$ cat src/rtl/dsi_pkg.sv
`timescale 1ns / 1ps
`default_nettype none

package dsi_pkg;

  localparam int LANES   = 256;
  localparam int STAGES  = 10;
  localparam int SPAN    = STAGES * (LANES - 1) + 1;  // slots per lane row
  localparam int DEPTH   = LANES * SPAN;              // history bytes
  localparam int LANE_W  = $clog2(LANES);
  localparam int SLOT_W  = $clog2(SPAN);
  localparam int ADDR_W  = $clog2(DEPTH);
  localparam int SYM_W   = 8;
  localparam int NCELL   = 6;                         // pipeline cells

  localparam logic KIND_SYMBOL = 1'b0;
  localparam logic KIND_FLUSH  = 1'b1;
  localparam logic DIR_FWD     = 1'b0;
  localparam logic DIR_REV     = 1'b1;

  // One beat as it moves down the cell chain; fields fill in stage by stage.
  typedef struct packed {
    logic [SYM_W-1:0]  sym;
    logic              last;
    logic              dir;
    logic [SLOT_W-1:0] fill;     // whole vectors seen since flush, saturating
    logic [SLOT_W-1:0] vc;       // write slot of this vector
    logic [SLOT_W-1:0] dfwd;     // STAGES * lane
    logic [SLOT_W-1:0] dly;      // delay in vectors for this lane
    logic [SLOT_W-1:0] slot;     // read slot
    logic              hit;      // read slot holds data written since flush
    logic              pass;     // zero delay, symbol goes straight through
    logic [ADDR_W-1:0] base;     // row base address of this lane
    logic [ADDR_W-1:0] wr_addr;
    logic [ADDR_W-1:0] rd_addr;
  } beat_t;

endpackage

`default_nettype wire

$ cat src/rtl/dsi_cell.sv
`timescale 1ns / 1ps
`default_nettype none

module dsi_cell import dsi_pkg::*; (
  input  wire logic  clk_i,
  input  wire logic  rst_ni,
  input  wire logic  up_valid_i,
  output logic       up_ready_o,
  input  wire beat_t up_beat_i,
  output logic       dn_valid_o,
  input  wire logic  dn_ready_i,
  output beat_t      dn_beat_o
);

  logic  valid_q, valid_d;
  beat_t beat_q;

  // Takes a beat when empty or when the current one leaves this cycle.
  assign up_ready_o = !valid_q || dn_ready_i;
  assign valid_d    = up_ready_o ? up_valid_i : valid_q;

  always_ff @(posedge clk_i or negedge rst_ni) begin
    if (!rst_ni) begin
      valid_q <= 1'b0;
    end else begin
      valid_q <= valid_d;
    end
  end

  always_ff @(posedge clk_i) begin
    if (up_valid_i && up_ready_o) begin
      beat_q <= up_beat_i;
    end
  end

  assign dn_valid_o = valid_q;
  assign dn_beat_o  = beat_q;

endmodule

`default_nettype wire

$ cat config.mk
export PLATFORM = sky130hd
export DESIGN_NAME = dsi_cell
export DESIGN_NICKNAME = d
export VERILOG_FILES = /design/src/rtl/dsi_pkg.sv /design/src/rtl/dsi_cell.sv
export SDC_FILE = /design/constraint.sdc
export NUM_CORES = 1
export LEC_CHECK = 0
export BUFFER_PORTS_ARGS = -buffer_cell sky130_fd_sc_hd__buf_2
export CAP_MARGIN = 20
export CORE_MARGIN = 10
export CORE_UTILIZATION = 44
export DETAILED_ROUTE_END_ITERATION = 6
export PLACE_DENSITY_LB_ADDON = 0.12
export SYNTH_ARGS = -nofsm -noshare
export SYNTH_HDL_FRONTEND = slang
export SYNTH_SLANG_ARGS = --single-unit
$ cat constraint.sdc
create_clock -name clk_i -period 5.7 [get_ports clk_i]
set_clock_uncertainty 0.05 [all_clocks]
set_input_delay 0.855 -clock clk_i [delete_from_list [all_inputs] [get_ports clk_i]]
set_output_delay 0.855 -clock clk_i [all_outputs]
set_load 0.03 [all_outputs]
==> parameters.txt <==
Parameter                              Value

STA
  Final-report hold violation count ... 0
  Worst-Margin Slew ... 0.553 ns
  Aggregate negative setup slack ... 0 ns
  Maximum clock rate ... 461 MHz
  RSZ-0062 raised after global routing ... false
  Relative slew slack ... 0.631
  # setup viols final ... 0
  Slew Limit Fails ... 0
  Clock period minus final worst setup slack ... 2.17 ns
  Share of the clock period used by the worst path after layout ... 0.380

Place
  Detail Placement HPWL ... 8.95 mm
  Number of placed instances, taps included ... 514
  Final weighted congestion of routability-driven global placement ... 0.732
  Placement-stage cell area ... 5510 µm²
  I/O Buffers ... 269

Worst setup path
  Crit path kind ... in2out
  Critical Path RT ... 4.80 ns
  Type of destination of the critical path ... primary output
  Endpoint arrival time on the critical path ... 1.26 ns
  Endpoint of the worst register-to-register path ... dn_beat_o[14]
  Reg2Reg Depth ... 4
  Register-to-register setup slack ... 3.62 ns
  Highest net fanout along the worst path ... 3
  Launch instance of the worst register-to-register path ... dn_valid_o
  Kind of start point of the critical path ... input port
  CP endpoint ... up_ready_o
  Launch point of the worst path ... dn_ready_i

Drt
  Drt initial violations ... 105
  WL/cell ... 20.9 µm
  Number of vias after detailed routing ... 2485
  Detail Route Antenna Nets ... 0
  First-pass iteration count of the detailed router ... 4
  Wire length reported by the detailed router ... 11.4 mm
  Drt via density ... 4.55
  Total DRC errors in the routed layout ... 0

Run status
  Outcome ... finished clean

CTS
  Deepest level of the CTS H-tree ... 4
  Setup Buffers After CTS ... 0
  Longest Clk Path Bufs ... 2
  Clock transition at path regs ... 0.06 ns
  Worst skew pair latency ... 0.49 ns
  Post-cts gate resize count ... 0
  Master cell of the clock root buffer ... sky130_fd_sc_hd__clkbuf_8
  CTS Buf Count ... 17
  Clock tree from TritonCTS ... built
  Count of hold-fix buffers inserted at cts ... 0
  Sinks on Clock Net ... 133

Pwr
  Power after layout ... 2.57 mW
  Leakage power total ... 2.66 nW
  PD cells ... 415 nW/µm²
  Worst-case vdd ir drop ... 0.218 mV

Global route
  Global routing usage summed across all routing layers ... 0.165
  Grt total ovfl ... 0
  Number of antenna violations at the first check in global routing ... 0
  Vias in the first global route ... 2683
  First-pass GRT wire length ... 15.9 mm
  Largest net degree at the start of global routing ... 88

Yosys
  Largest area contributor in the synthesized netlist ... sky130_fd_sc_hd__edfxtp_1
  Post-synthesis async set-or-reset flop share ... 0.00752
  Total of flip-flops plus latches after synthesis ... 133
  Count of yosys warnings during synthesis ... 0
  Fraction of the yosys area taken by sequential cells ... 0.993
  Main flop type after synthesis ... sky130_fd_sc_hd__edfxtp_1
  Gate Count Post-Synth ... 136
  Number of distinct library cell variants in the gate-level netlist after synthesis ... 5
  Netlist area before placement ... 4020 µm²
  Synthesized area per cell ... 29.5 µm²
  Number of synthesized flops with an enable pin ... 132
  Number of nets in the synthesized netlist ... 272
  Ranking of synthesized cells by instance count ... sky130_fd_sc_hd__edfxtp_1, sky130_fd_sc_hd__and2_4, sky130_fd_sc_hd__dfrtp_1, sky130_fd_sc_hd__nand2b_1, sky130_fd_sc_hd__nand2b_4
  Most frequent cell after synthesis ... sky130_fd_sc_hd__edfxtp_1
  Top cell type's share of synthesized area ... 0.987
  Biggest area contributors in the synthesized netlist ... sky130_fd_sc_hd__edfxtp_1, sky130_fd_sc_hd__dfrtp_1, sky130_fd_sc_hd__nand2b_4, sky130_fd_sc_hd__and2_4, sky130_fd_sc_hd__nand2b_1

Floorplanning
  Area enclosed by the die boundary ... 13400 µm²
  Vertical extent of the die ... 116 µm
  Floorplan die width ... 116 µm
  Top Ports ... 270
  Core area ... 8810 µm²
  Starting density of the core ... 0.456
  Placement row count ... 34

Final layout
  # diodes ... 0
  Sequential cell area ... 3990 µm²
  Layout Area Growth over Synthesis ... 53.9%
  Fraction of final layout cells with drive strength greater than 1 ... 0.689
  Post-Layout Inst Area ... 6180 µm²
  Multi-input combinational cell area ... 28.8 µm²
  Nets@finish ... 562
  Layout Cells excl Fill ... 546
  Total of fill cells in the finished design ... 598
  Post-layout utilization of the core ... 0.702

Worst hold path
  Type of the tightest min-delay check ... in2async

Run
  Max-cap check violation count ... 0
==> cells by family (layout without fill, tap and decap cells) <==
logic type | Yosys count | count (layout) | share of synthesized area
flip-flops | 133 | 133 | 0.993
buffers and inverters | 0 | 302 | 0
AND/OR/NAND/NOR | 3 | 3 | 0.00716
==> state kept, by name, indices dropped and copies added (netlist names) <==
signal,cells
dn_beat_o,132
dn_valid_o,1
==> worst min-delay path by stage <==
stage	from	to	slack, ns	depth (start not counted)
final	rst_ni	dn_valid_o	0.07	1
after detailed placement	dn_valid_o	dn_valid_o	0.50	2
after floorplan	rst_ni	dn_valid_o	0.51	0
after global routing	rst_ni	dn_valid_o	0.04	1
after global placement	dn_valid_o	dn_valid_o	0.49	2
after CTS	rst_ni	dn_valid_o	0.05	1
==> placed cells by master, fill, tap and decap left out <==
cell type / n
sky130_fd_sc_hd__and2_4: 1
sky130_fd_sc_hd__buf_16: 1
sky130_fd_sc_hd__buf_2: 269
sky130_fd_sc_hd__buf_4: 1
sky130_fd_sc_hd__bufinv_16: 6
sky130_fd_sc_hd__clkbuf_1: 2
sky130_fd_sc_hd__clkbuf_16: 16
sky130_fd_sc_hd__clkbuf_8: 1
sky130_fd_sc_hd__clkinv_4: 3
sky130_fd_sc_hd__clkinvlp_4: 3
sky130_fd_sc_hd__dfrtp_1: 1
sky130_fd_sc_hd__edfxtp_1: 132
sky130_fd_sc_hd__nand2b_1: 1
sky130_fd_sc_hd__nand2b_4: 1
==> per-layer routing <==
layer  track usage  part of all wire
met1         0.157              0.33
met2         0.286              0.53
met3        0.0951              0.13
met4        0.0667             0.018
met5             0                 0
==> report_power, final <==
part           switching (mW)  internal, mW
logic                   0.164        0.0697
clock network           0.381         0.798
registers              0.0121          1.14
total                   0.557          2.01
==> layout make-up <==
type,count,share of cell area
timing repair buffer,271,0.223
clock buffer,19,0.0682
clock inverter,12,0.0370
tap,108,0.0218
multi-input combinational,3,0.00465
sequential,133,0.645
==> critical path, stage by stage <==
cell                       delay [ns]
sky130_fd_sc_hd__buf_2           0.10
sky130_fd_sc_hd__nand2b_4        0.13
sky130_fd_sc_hd__buf_2           0.18
==> stage by stage <==
| stage | worst slack [ns] | hold WS [ns] |
|---|---|---|
| floorplan | 3.21 | 0.509 |
| global placement | 2.70 | 0.487 |
| detailed placement | 2.65 | 0.496 |
| CTS | 3.20 | 0.0463 |
| global route | 3.46 | 0.0418 |
| finish | 3.53 | 0.0707 |
Power figures use the tool's default switching activity.
